==> src/ksa_pkg.sv <==
// ksa_pkg: shared types and constants of the keyed stat accumulator.
// No dependencies; keyed_stat_accumulator, ksa_front and ksa_back use it by scoped names.
package ksa_pkg;

   localparam int KEY_IN_BITS    = 16;
   localparam int INC_BITS       = 16;
   localparam int SLOT_BITS      = 4;
   localparam int TOTAL_OUT_BITS = 32;
   localparam int QUEUE_DEPTH    = 2;

   typedef enum logic [1:0] {
      ST_ACCUM   = 2'd0,
      ST_INSERT  = 2'd1,
      ST_FULL    = 2'd2,
      ST_INVALID = 2'd3
   } status_type;

   typedef enum logic {
      BK_IDLE,
      BK_READ
   } back_state_type;

   typedef struct packed {
      logic [KEY_IN_BITS-1:0] player_key;
      logic [INC_BITS-1:0]    inc_games;
      logic [INC_BITS-1:0]    inc_hits;
      logic [INC_BITS-1:0]    inc_bases;
      logic [INC_BITS-1:0]    inc_runs;
   } req_type;

   typedef struct packed {
      status_type                status;
      logic [SLOT_BITS-1:0]      slot;
      logic [TOTAL_OUT_BITS-1:0] total_games;
      logic [TOTAL_OUT_BITS-1:0] total_hits;
      logic [TOTAL_OUT_BITS-1:0] total_bases;
      logic [TOTAL_OUT_BITS-1:0] total_runs;
   } rsp_type;

   // Classified transaction handed from the front to the back.
   typedef struct packed {
      status_type          status;
      logic [INC_BITS-1:0] inc_games;
      logic [INC_BITS-1:0] inc_hits;
      logic [INC_BITS-1:0] inc_bases;
      logic [INC_BITS-1:0] inc_runs;
   } work_type;

   localparam int WORK_BITS = $bits(work_type);

endpackage

==> src/ksa_stream_if.sv <==
// ksa_stream_if: valid/ready channel carrying one payload of type T.
// Used for the request and response channels; payload types come from ksa_pkg.
interface ksa_stream_if #(parameter type T = logic);
   logic valid;
   logic ready;
   T     data;

   modport source (output valid, output data, input ready);
   modport sink   (input valid, input data, output ready);
endinterface

==> src/keyed_stat_accumulator.sv <==
// keyed_stat_accumulator: top level, associative counter table with four totals.
// Depends on ksa_pkg, ksa_stream_if, ksa_front, ksa_queue and ksa_back.
//
//   channel  direction  payload             accepted when
//   req_ch   in         ksa_pkg::req_type   req_ch.valid && req_ch.ready
//   rsp_ch   out        ksa_pkg::rsp_type   rsp_ch.valid && rsp_ch.ready
//
// The front takes one request per cycle while the two-entry queue has room;
// the key lookup is a parallel compare against the key registers.
// The back does an accumulate as a totals RAM read in BK_IDLE, then the write in BK_READ,
// and handles an insert or a rejected transaction in BK_IDLE alone.
// Reset is synchronous and clears the fill count, queue and back control;
// the key registers and totals RAM need no clearing pass.
// A stalled response holds in the output register; the front keeps accepting
// until the queue fills.
module keyed_stat_accumulator #(
   parameter int ENTRIES    = 16,
   parameter int KEY_BITS   = 16,
   parameter int TOTAL_BITS = 32
) (
   input  logic         clock,
   input  logic         reset,
   ksa_stream_if.sink   req_ch,
   ksa_stream_if.source rsp_ch
);

   localparam int IDX_BITS = $clog2(ENTRIES);
   localparam int Q_WIDTH  = IDX_BITS + ksa_pkg::WORK_BITS;

   logic                    push;
   ksa_pkg::work_type       push_work;
   logic [IDX_BITS-1:0]     push_idx;
   logic                    q_full;
   logic                    q_empty;
   logic                    q_pop;
   logic [Q_WIDTH-1:0]      q_data;
   ksa_pkg::work_type       q_work;
   logic [IDX_BITS-1:0]     q_idx;

   ksa_front #(
      .ENTRIES  (ENTRIES),
      .KEY_BITS (KEY_BITS)
   ) u_front (
      .clock     (clock),
      .reset     (reset),
      .req       (req_ch),
      .q_full    (q_full),
      .push      (push),
      .push_work (push_work),
      .push_idx  (push_idx)
   );

   ksa_queue #(
      .WIDTH (Q_WIDTH),
      .DEPTH (ksa_pkg::QUEUE_DEPTH)
   ) u_queue (
      .clock     (clock),
      .reset     (reset),
      .push      (push),
      .push_data ({push_idx, push_work}),
      .full      (q_full),
      .pop       (q_pop),
      .pop_data  (q_data),
      .empty     (q_empty)
   );

   assign q_idx  = q_data[Q_WIDTH-1 -: IDX_BITS];
   assign q_work = ksa_pkg::work_type'(q_data[ksa_pkg::WORK_BITS-1:0]);

   ksa_back #(
      .ENTRIES    (ENTRIES),
      .TOTAL_BITS (TOTAL_BITS)
   ) u_back (
      .clock   (clock),
      .reset   (reset),
      .q_empty (q_empty),
      .q_work  (q_work),
      .q_idx   (q_idx),
      .q_pop   (q_pop),
      .rsp     (rsp_ch)
   );

endmodule

==> src/ksa_ram.sv <==
// ksa_ram: generic single-write, single-read RAM with registered read data.
// Standalone; instantiated by ksa_back for the running totals.
module ksa_ram #(
   parameter int WIDTH = 8,
   parameter int DEPTH = 16
) (
   input  logic                     clock,
   input  logic                     wr_en,
   input  logic [$clog2(DEPTH)-1:0] wr_addr,
   input  logic [WIDTH-1:0]         wr_data,
   input  logic                     rd_en,
   input  logic [$clog2(DEPTH)-1:0] rd_addr,
   output logic [WIDTH-1:0]         rd_data
);

   logic [WIDTH-1:0] mem_ff [DEPTH];
   logic [WIDTH-1:0] rd_data_ff;

   always_ff @(posedge clock) begin
      if (wr_en) begin
         mem_ff[wr_addr] <= wr_data;
      end
      if (rd_en) begin
         rd_data_ff <= mem_ff[rd_addr];
      end
   end

   assign rd_data = rd_data_ff;

endmodule

==> src/ksa_queue.sv <==
// ksa_queue: small flop FIFO that decouples the front from the back.
// Standalone; payload packing is done by the instantiating module.
module ksa_queue #(
   parameter int WIDTH = 8,
   parameter int DEPTH = 2
) (
   input  logic             clock,
   input  logic             reset,
   input  logic             push,
   input  logic [WIDTH-1:0] push_data,
   output logic             full,
   input  logic             pop,
   output logic [WIDTH-1:0] pop_data,
   output logic             empty
);

   localparam int PTR_BITS = (DEPTH > 1) ? $clog2(DEPTH) : 1;
   localparam int CNT_BITS = $clog2(DEPTH + 1);

   logic [WIDTH-1:0]    mem_ff [DEPTH];
   logic [PTR_BITS-1:0] wr_ptr_ff, wr_ptr_in;
   logic [PTR_BITS-1:0] rd_ptr_ff, rd_ptr_in;
   logic [CNT_BITS-1:0] count_ff, count_in;

   assign full     = (count_ff == CNT_BITS'(DEPTH));
   assign empty    = (count_ff == '0);
   assign pop_data = mem_ff[rd_ptr_ff];

   always_comb begin
      wr_ptr_in = wr_ptr_ff;
      rd_ptr_in = rd_ptr_ff;
      count_in  = count_ff;
      if (push) begin
         wr_ptr_in = (wr_ptr_ff == PTR_BITS'(DEPTH - 1)) ? '0 : wr_ptr_ff + 1'b1;
      end
      if (pop) begin
         rd_ptr_in = (rd_ptr_ff == PTR_BITS'(DEPTH - 1)) ? '0 : rd_ptr_ff + 1'b1;
      end
      if (push && !pop) begin
         count_in = count_ff + 1'b1;
      end else if (pop && !push) begin
         count_in = count_ff - 1'b1;
      end
   end

   always_ff @(posedge clock) begin
      if (reset) begin
         wr_ptr_ff <= '0;
         rd_ptr_ff <= '0;
         count_ff  <= '0;
      end else begin
         wr_ptr_ff <= wr_ptr_in;
         rd_ptr_ff <= rd_ptr_in;
         count_ff  <= count_in;
      end
   end

   always_ff @(posedge clock) begin
      if (push) begin
         mem_ff[wr_ptr_ff] <= push_data;
      end
   end

`ifndef SYNTHESIS
   a_no_overflow: assert property (@(posedge clock) disable iff (reset)
      full |-> !(push && !pop))
      else $error("queue write while full");
   a_no_underflow: assert property (@(posedge clock) disable iff (reset)
      pop |-> !empty)
      else $error("queue read while empty");
   a_count_step: assert property (@(posedge clock) disable iff (reset)
      (push && pop) |=> $stable(count_ff))
      else $error("queue count moved on simultaneous push and pop");
`endif

endmodule

==> src/ksa_front.sv <==
// ksa_front: accepts requests, looks the key up in the key table and classifies.
// Owns the key table and fill count; depends on ksa_pkg and ksa_stream_if.
module ksa_front #(
   parameter int ENTRIES  = 16,
   parameter int KEY_BITS = 16
) (
   input  logic                       clock,
   input  logic                       reset,
   ksa_stream_if.sink                 req,
   input  logic                       q_full,
   output logic                       push,
   output ksa_pkg::work_type          push_work,
   output logic [$clog2(ENTRIES)-1:0] push_idx
);

   localparam int IDX_BITS  = $clog2(ENTRIES);
   localparam int FILL_BITS = $clog2(ENTRIES + 1);

   logic [KEY_BITS-1:0]  key_ff [ENTRIES];
   logic [FILL_BITS-1:0] fill_count_ff, fill_count_in;

   logic [KEY_BITS-1:0]  key_m;
   logic [ENTRIES-1:0]   hit;
   logic [IDX_BITS-1:0]  hit_idx;
   logic                 found;
   logic                 table_full;
   logic                 accept;
   ksa_pkg::status_type  status;

   assign req.ready = !q_full;
   assign accept    = req.valid && !q_full;

   always_comb begin
      key_m = '0;
      for (int b = 0; b < KEY_BITS; b++) begin
         if (b < ksa_pkg::KEY_IN_BITS) begin
            key_m[b] = req.data.player_key[b];
         end
      end
   end

   // Stored keys are unique, so at most one hit; OR the indexes together.
   always_comb begin
      hit_idx = '0;
      for (int i = 0; i < ENTRIES; i++) begin
         hit[i] = (FILL_BITS'(i) < fill_count_ff) && (key_ff[i] == key_m);
         if (hit[i]) begin
            hit_idx = hit_idx | IDX_BITS'(i);
         end
      end
      found      = |hit;
      table_full = (fill_count_ff == FILL_BITS'(ENTRIES));
   end

   always_comb begin
      if (key_m == '0) begin
         status = ksa_pkg::ST_INVALID;
      end else if (found) begin
         status = ksa_pkg::ST_ACCUM;
      end else if (table_full) begin
         status = ksa_pkg::ST_FULL;
      end else begin
         status = ksa_pkg::ST_INSERT;
      end
   end

   always_comb begin
      push                = accept;
      push_work.status    = status;
      push_work.inc_games = req.data.inc_games;
      push_work.inc_hits  = req.data.inc_hits;
      push_work.inc_bases = req.data.inc_bases;
      push_work.inc_runs  = req.data.inc_runs;
      case (status)
         ksa_pkg::ST_ACCUM:  push_idx = hit_idx;
         ksa_pkg::ST_INSERT: push_idx = fill_count_ff[IDX_BITS-1:0];
         default:            push_idx = '0;
      endcase
   end

   always_comb begin
      fill_count_in = fill_count_ff;
      if (accept && (status == ksa_pkg::ST_INSERT)) begin
         fill_count_in = fill_count_ff + 1'b1;
      end
   end

   always_ff @(posedge clock) begin
      if (reset) begin
         fill_count_ff <= '0;
      end else begin
         fill_count_ff <= fill_count_in;
      end
   end

   always_ff @(posedge clock) begin
      if (accept && (status == ksa_pkg::ST_INSERT)) begin
         key_ff[fill_count_ff[IDX_BITS-1:0]] <= key_m;
      end
   end

`ifndef SYNTHESIS
   a_fill_bound: assert property (@(posedge clock) disable iff (reset)
      fill_count_ff <= FILL_BITS'(ENTRIES))
      else $error("fill count beyond table size");
   a_fill_insert: assert property (@(posedge clock) disable iff (reset)
      (accept && (status == ksa_pkg::ST_INSERT))
      |=> (fill_count_ff == $past(fill_count_ff) + 1'b1))
      else $error("insert did not advance fill count");
   a_fill_hold: assert property (@(posedge clock) disable iff (reset)
      !accept |=> $stable(fill_count_ff))
      else $error("fill count moved without a transaction");
`endif

endmodule

==> src/ksa_back.sv <==
// ksa_back: carries out classified transactions on the totals RAM and drives rsp.
// Depends on ksa_pkg, ksa_stream_if and ksa_ram.
module ksa_back #(
   parameter int ENTRIES    = 16,
   parameter int TOTAL_BITS = 32
) (
   input  logic                       clock,
   input  logic                       reset,
   input  logic                       q_empty,
   input  ksa_pkg::work_type          q_work,
   input  logic [$clog2(ENTRIES)-1:0] q_idx,
   output logic                       q_pop,
   ksa_stream_if.source               rsp
);

   localparam int IDX_BITS = $clog2(ENTRIES);
   localparam int TB       = TOTAL_BITS;

   function automatic logic [TB-1:0] sat_add(input logic [TB-1:0] old_v,
                                             input logic [ksa_pkg::INC_BITS-1:0] inc);
      logic [TB:0] sum;
      sum = {1'b0, old_v} + {{(TB + 1 - ksa_pkg::INC_BITS){1'b0}}, inc};
      return sum[TB] ? {TB{1'b1}} : sum[TB-1:0];
   endfunction

   function automatic logic [ksa_pkg::TOTAL_OUT_BITS-1:0] to_out(input logic [TB-1:0] v);
      logic [ksa_pkg::TOTAL_OUT_BITS-1:0] r;
      r = '0;
      for (int b = 0; b < ksa_pkg::TOTAL_OUT_BITS; b++) begin
         if (b < TB) begin
            r[b] = v[b];
         end
      end
      return r;
   endfunction

   function automatic logic [ksa_pkg::SLOT_BITS-1:0] to_slot(input logic [IDX_BITS-1:0] v);
      logic [ksa_pkg::SLOT_BITS-1:0] r;
      r = '0;
      for (int b = 0; b < ksa_pkg::SLOT_BITS; b++) begin
         if (b < IDX_BITS) begin
            r[b] = v[b];
         end
      end
      return r;
   endfunction

   ksa_pkg::back_state_type state_ff, state_in;
   ksa_pkg::work_type       work_ff, work_in;
   logic [IDX_BITS-1:0]     idx_ff, idx_in;
   logic                    rsp_valid_ff, rsp_valid_in;
   ksa_pkg::rsp_type        rsp_data_ff, rsp_data_in;

   logic                    out_free;
   logic                    is_acc;
   logic                    rd_en;
   logic                    wr_en;
   logic [IDX_BITS-1:0]     wr_addr;
   logic [4*TB-1:0]         wr_data;
   logic [4*TB-1:0]         rd_data;
   logic                    load_rsp;
   logic [TB-1:0]           new_games, new_hits, new_bases, new_runs;

   ksa_ram #(
      .WIDTH (4 * TB),
      .DEPTH (ENTRIES)
   ) u_totals (
      .clock   (clock),
      .wr_en   (wr_en),
      .wr_addr (wr_addr),
      .wr_data (wr_data),
      .rd_en   (rd_en),
      .rd_addr (q_idx),
      .rd_data (rd_data)
   );

   assign out_free  = !rsp_valid_ff || rsp.ready;
   assign is_acc    = (q_work.status == ksa_pkg::ST_ACCUM);
   assign rsp.valid = rsp_valid_ff;
   assign rsp.data  = rsp_data_ff;

   // Next state.
   always_comb begin
      state_in = state_ff;
      case (state_ff)
         ksa_pkg::BK_IDLE: begin
            if (!q_empty && is_acc) begin
               state_in = ksa_pkg::BK_READ;
            end
         end
         ksa_pkg::BK_READ: begin
            if (out_free) begin
               state_in = ksa_pkg::BK_IDLE;
            end
         end
         default: state_in = ksa_pkg::BK_IDLE;
      endcase
   end

   // Outputs: queue pop, RAM access and response load.
   always_comb begin
      q_pop     = 1'b0;
      rd_en     = 1'b0;
      wr_en     = 1'b0;
      load_rsp  = 1'b0;
      work_in   = work_ff;
      idx_in    = idx_ff;
      wr_addr   = q_idx;
      new_games = sat_add('0, q_work.inc_games);
      new_hits  = sat_add('0, q_work.inc_hits);
      new_bases = sat_add('0, q_work.inc_bases);
      new_runs  = sat_add('0, q_work.inc_runs);
      rsp_data_in = rsp_data_ff;
      case (state_ff)
         ksa_pkg::BK_IDLE: begin
            if (!q_empty && is_acc) begin
               q_pop   = 1'b1;
               rd_en   = 1'b1;
               work_in = q_work;
               idx_in  = q_idx;
            end else if (!q_empty && out_free) begin
               q_pop    = 1'b1;
               load_rsp = 1'b1;
               wr_en    = (q_work.status == ksa_pkg::ST_INSERT);
               rsp_data_in.status = q_work.status;
               if (q_work.status == ksa_pkg::ST_INSERT) begin
                  rsp_data_in.slot        = to_slot(q_idx);
                  rsp_data_in.total_games = to_out(new_games);
                  rsp_data_in.total_hits  = to_out(new_hits);
                  rsp_data_in.total_bases = to_out(new_bases);
                  rsp_data_in.total_runs  = to_out(new_runs);
               end else begin
                  rsp_data_in.slot        = '0;
                  rsp_data_in.total_games = '0;
                  rsp_data_in.total_hits  = '0;
                  rsp_data_in.total_bases = '0;
                  rsp_data_in.total_runs  = '0;
               end
            end
         end
         ksa_pkg::BK_READ: begin
            // Read data holds while the response side stalls.
            wr_addr   = idx_ff;
            new_games = sat_add(rd_data[4*TB-1 -: TB], work_ff.inc_games);
            new_hits  = sat_add(rd_data[3*TB-1 -: TB], work_ff.inc_hits);
            new_bases = sat_add(rd_data[2*TB-1 -: TB], work_ff.inc_bases);
            new_runs  = sat_add(rd_data[TB-1 -: TB],   work_ff.inc_runs);
            if (out_free) begin
               wr_en    = 1'b1;
               load_rsp = 1'b1;
               rsp_data_in.status      = ksa_pkg::ST_ACCUM;
               rsp_data_in.slot        = to_slot(idx_ff);
               rsp_data_in.total_games = to_out(new_games);
               rsp_data_in.total_hits  = to_out(new_hits);
               rsp_data_in.total_bases = to_out(new_bases);
               rsp_data_in.total_runs  = to_out(new_runs);
            end
         end
         default: ;
      endcase
      wr_data = {new_games, new_hits, new_bases, new_runs};
   end

   always_comb begin
      if (load_rsp) begin
         rsp_valid_in = 1'b1;
      end else if (rsp.ready) begin
         rsp_valid_in = 1'b0;
      end else begin
         rsp_valid_in = rsp_valid_ff;
      end
   end

   always_ff @(posedge clock) begin
      if (reset) begin
         state_ff     <= ksa_pkg::BK_IDLE;
         rsp_valid_ff <= 1'b0;
      end else begin
         state_ff     <= state_in;
         rsp_valid_ff <= rsp_valid_in;
      end
   end

   always_ff @(posedge clock) begin
      work_ff     <= work_in;
      idx_ff      <= idx_in;
      rsp_data_ff <= rsp_data_in;
   end

`ifndef SYNTHESIS
   a_reject_zero: assert property (@(posedge clock) disable iff (reset)
      (rsp_valid_ff && ((rsp_data_ff.status == ksa_pkg::ST_FULL) ||
                        (rsp_data_ff.status == ksa_pkg::ST_INVALID)))
      |-> ((rsp_data_ff.slot == '0) && (rsp_data_ff.total_games == '0) &&
           (rsp_data_ff.total_hits == '0) && (rsp_data_ff.total_bases == '0) &&
           (rsp_data_ff.total_runs == '0)))
      else $error("rejected response carries data");
   a_read_then_wait: assert property (@(posedge clock) disable iff (reset)
      rd_en |=> (state_ff == ksa_pkg::BK_READ))
      else $error("RAM read without read state");
   a_read_completes: assert property (@(posedge clock) disable iff (reset)
      ((state_ff == ksa_pkg::BK_READ) && out_free)
      |=> (rsp_valid_ff && (rsp_data_ff.status == ksa_pkg::ST_ACCUM)))
      else $error("accumulate did not produce a response");
`endif

endmodule

==> src/flat_wrapper.sv <==
// flat-port wrapper written by rule: the top's interface ports become plain ports
module keyed_stat_accumulator_flat import ksa_pkg::*;
#(
   parameter int ENTRIES    = 16,
   parameter int KEY_BITS   = 16,
   parameter int TOTAL_BITS = 32
)
  (clock, reset, req_ch_valid, req_ch_data, req_ch_ready, rsp_ch_valid, rsp_ch_data, rsp_ch_ready);
  ksa_stream_if #(.T(req_type)) req_ch_i ();
  ksa_stream_if #(.T(rsp_type)) rsp_ch_i ();
  input  logic clock;
  input  logic reset;
  input wire logic [$bits(req_ch_i.valid)-1:0] req_ch_valid;
  input wire logic [$bits(req_ch_i.data)-1:0] req_ch_data;
  output wire logic [$bits(req_ch_i.ready)-1:0] req_ch_ready;
  output wire logic [$bits(rsp_ch_i.valid)-1:0] rsp_ch_valid;
  output wire logic [$bits(rsp_ch_i.data)-1:0] rsp_ch_data;
  input wire logic [$bits(rsp_ch_i.ready)-1:0] rsp_ch_ready;
  assign req_ch_i.valid = req_ch_valid;
  assign req_ch_i.data = req_ch_data;
  assign req_ch_ready = req_ch_i.ready;
  assign rsp_ch_valid = rsp_ch_i.valid;
  assign rsp_ch_data = rsp_ch_i.data;
  assign rsp_ch_i.ready = rsp_ch_ready;
  keyed_stat_accumulator #(.ENTRIES(ENTRIES), .KEY_BITS(KEY_BITS), .TOTAL_BITS(TOTAL_BITS)) u_core (.clock(clock), .reset(reset), .req_ch(req_ch_i), .rsp_ch(rsp_ch_i));
endmodule
==> config.mk <==
export PLATFORM = sky130hd
export DESIGN_NAME = keyed_stat_accumulator_flat
export DESIGN_NICKNAME = d
export VERILOG_FILES = /design/src/ksa_pkg.sv /design/src/ksa_stream_if.sv /design/src/keyed_stat_accumulator.sv /design/src/ksa_ram.sv /design/src/ksa_queue.sv /design/src/ksa_front.sv /design/src/ksa_back.sv /design/src/flat_wrapper.sv
export SDC_FILE = /design/constraint.sdc
export NUM_CORES = 2
export LEC_CHECK = 0
export BUFFER_PORTS_ARGS = -buffer_cell sky130_fd_sc_hd__buf_2
export CORE_MARGIN = 10
export CORE_UTILIZATION = 40
export DETAILED_ROUTE_END_ITERATION = 10
export GPL_TIMING_DRIVEN = 0
export HOLD_SLACK_MARGIN = 0.03
export SETUP_SLACK_MARGIN = 0.02
export SLEW_MARGIN = 30
export SYNTH_ARGS = -nofsm -noshare
export SYNTH_HDL_FRONTEND = slang
export SYNTH_HIERARCHICAL = 1
export SYNTH_SLANG_ARGS = --single-unit
==> constraint.sdc <==
create_clock -name clock -period 53.5 [get_ports clock]
set_input_delay 8.025 -clock clock [delete_from_list [all_inputs] [get_ports clock]]
set_output_delay 8.025 -clock clock [all_outputs]
set_load 0.1 [all_outputs]
==> impl_metrics.py <==
metrics = {
    "cells_and_area": {
        "register_area_um2": 83540,
        "final_nets": 6728,
        "drive_gt1_frac": 0.2677,
        "n_fill_cell": 22740,
        "fin_cells": 10520,
        "multiInputGateArea_um2": 25920,
        "syn2layout_area_growth_pct": 18.89,
    },
    "placement": {
        "placed_cells": 9970,
        "dp_hpwl_um": 231000,
        "io_buffers": 155,
        "place_congestion": 0.8750,
    },
    "logic_synthesis": {
        "post-synth-top-count-cell": "edfxtp_1",
        "synth_top_area_share": 0.7494,
        "syn_nets": 5946,
        "ys_ff_latch": 2786,
        "ys_warn_count": 6,
        "synth_flop_cell": "edfxtp_1",
        "synth_commonest_cells": "edfxtp_1 (2774), mux4_2 (476), nand2_1 (289)",
        "yosysUniqueCellTypes": 87,
        "yosys.area.top_type": "edfxtp_1",
        "syn_inst": 5789,
        "avgSynthCellArea_um2": 19.20,
        "synth_edf_count": 2774,
        "netlist_area_um2": 111200,
        "async_flop_share": 0,
        "seq_area_frac_synth": 0.7515,
        "yosys-top-cells-area": "edfxtp_1 (75%), mux4_2 (9.6%), xor2_1 (2.2%), a22oi_1 (1.5%), nand2_1 (0.98%)",
    },
    "sta": {
        "tns_ns": 0,
        "slew_violations": 0,
        "fmax_mhz": 86.65,
        "slew-limit-headroom": 0.2645,
        "clock_skew_ns": 0.08477,
        "min_period_ns": 11.54,
        "hold_viol_final": 0,
        "grt_setup_unrepaired": "no",
        "worst_pin_slew_ns": 1.103,
        "min_period_over_period": 0.2157,
        "setup_viol": 0,
    },
    "drt": {
        "wl_per_cell_um": 31.44,
        "num_vias": 61130,
        "first_pass_iters": 6,
        "drt_first_iter_violations": 7513,
        "drc": 0,
        "routed_wirelength_um": 330700,
        "ant_nets": 0,
        "drt-vias-per-instance": 5.812,
    },
    "clock_tree": {
        "clockRootBuffer": "clkbuf_16",
        "worstSkewPairLatency_ns": 0.89,
        "clk_pin_slew_ns": 0.06,
        "cts_inserted_buffers": 304,
        "cts_hold_buf": 0,
        "postCtsSetupBuffers": 0,
        "clockBufferDepth": 4,
        "cts_tree": "done",
        "htree_levels": 5,
        "clock-sinks": 2786,
        "post_cts_resized": 0,
    },
    "grt": {
        "grt_max_degree": 26,
        "grt_pass1_vias": 61050,
        "antenna_found_initial": 20,
        "grt_use_total": 0.2136,
        "grt-ovfl-total": 0,
        "grt_pass1_wl_um": 460500,
    },
    "min_path": {
        "hold_class": "register to register",
        "holdPathStages": 2,
    },
    "floorplanning": {
        "ios": 220,
        "die_area_um2": 299400,
        "fp-row-count": 193,
        "die_h_um": 547.2,
        "fp.dieW_um": 547.2,
        "start_util": 0.4020,
        "core_um2": 276500,
    },
    "outcome": {
        "status": "finished clean",
    },
    "critical_path": {
        "path_class": "input port to register",
        "ff2ff_path_depth": 17,
        "required_ns": 53.97,
        "endpoint_kind": "register",
        "startpoint_type": "input port",
        "arrival_ns": 12.01,
        "cp_max_fo": 17,
        "ff2ff_setup_slack_ns": 47.34,
    },
    "run": {
        "drv_cap": 0,
    },
    "pwr": {
        "vdd_drop_max_v": 0.00004550,
        "power.density_nw_per_um2": 48.47,
        "leakage_nw": 44.72,
    },
}
metal layers:
metal  track usage  vias up  routed length (um)
met3       0.03834      610               27390
met5             0        -                  72
met1        0.2853    32340              129800
li1              -    25170                   -
met2        0.3459     3002              158000
met4       0.09018       10               15490
power by group:
group | switching [mW] | internal [mW]
combinational | 1.18 | 0.492
sequential | 0.0398 | 2.66
clock | 0.854 | 1.18
total | 2.07 | 4.33
metrics by stage:
step / setup WS (ns) / utilization / hold WS, ns / cell area (um2) / power [mW]
after global placement: 14.67 / 0.4216 / 0.4768 / 116600 / 4.368
after CTS: 42.18 / 0.4773 / 0.5096 / 132000 / 6.445
final: 41.96 / 0.4780 / 0.5198 / 132200 / 6.405
after detailed placement: 41.25 / 0.4428 / 0.5014 / 122400 / 4.415
after global routing: 41.83 / 0.4779 / 0.5404 / 132100 / 6.598
after floorplan: 32.68 / - / 0.4614 / 111200 / 3.819
final timing paths:
kind                                                to                       start
hold reg to reg             u_core/u_queue/count_ff[1]  u_core/u_queue/count_ff[1]
setup / recovery          u_core/u_front/key_ff[5][15]             req_ch_data[67]
hold / removal              u_core/u_queue/count_ff[1]  u_core/u_queue/count_ff[1]
setup reg to reg  u_core/u_back/u_totals/mem_ff[0][18]                    register
sequential cells by signal, indices dropped and copies added, names as in the netlist, named ones only:
signal	cells
u_core/u_queue/mem_ff	140
u_core/u_back/u_totals/mem_ff	2048
u_core/u_back/work_ff	64
u_core/u_back/state_ff	1
u_core/u_queue/wr_ptr_ff	1
u_core/u_front/key_ff	256
u_core/u_back/rsp.data	134
u_core/u_queue/count_ff	2
u_core/u_back/idx_ff	4
u_core/u_queue/rd_ptr_ff	1
u_core/u_back/u_totals/rd_data	128
u_core/u_back/rsp.valid	1
u_core/u_front/fill_count_ff	5
worst max-delay path, cell delays in order:
cell and delay [ns]:
buf_2 0.47, buf_2 0.47, buf_6 0.28, xor2_1 0.18, nor4_1 0.06, nand3_1 0.16, o22ai_1 0.15, nor4_1 0.42
nand3_1 0.27, nor2_1 0.41, clkbuf_1 0.33, and3_1 0.76
logic make-up after synthesis:
kind of cell / synth area share
muxes: 0.1121
adders and majority gates: 0.008487
buffers and inverters: 0.02013
and+or+nand+nor: 0.03246
AOI/OAI and AO/OA: 0.04876
xor gates and xnor gates: 0.02655
DFF: 0.7515
final cells by class:
cell class / instances / area share
Inverter: 36 / 0.001023
Clock buffer: 374 / 0.06036
Buffer: 359 / 0.01641
Antenna cell: 11 / 0.0002083
Multi-Input combinational cell: 2608 / 0.1961
Sequential cell: 2786 / 0.6321
Timing Repair Buffer: 476 / 0.04679
Clock inverter: 163 / 0.01188
Tap cell: 3705 / 0.03508
cells in the final DEF (no fill, tap or decap), drive strengths merged, types with 33 or more instances in the layout:
| master | count |
|---|---|
| ha | 69 |
| nor2 | 118 |
| nand2 | 289 |
| xnor2 | 64 |
| mux4 | 476 |
| a22oi | 219 |
| nor4 | 65 |
| a21oi | 169 |
| inv | 49 |
| xor2 | 273 |
| o22ai | 35 |
| mux2i | 89 |
| buf | 683 |
| clkbuf | 526 |
| and3 | 45 |
| clkinv | 117 |
| mux2 | 75 |
| a211oi | 48 |
| nor3 | 38 |
| nand3 | 49 |
| o211ai | 33 |
| o21ai | 160 |
| edfxtp | 2774 |
Power figures use the tool's default switching activity.
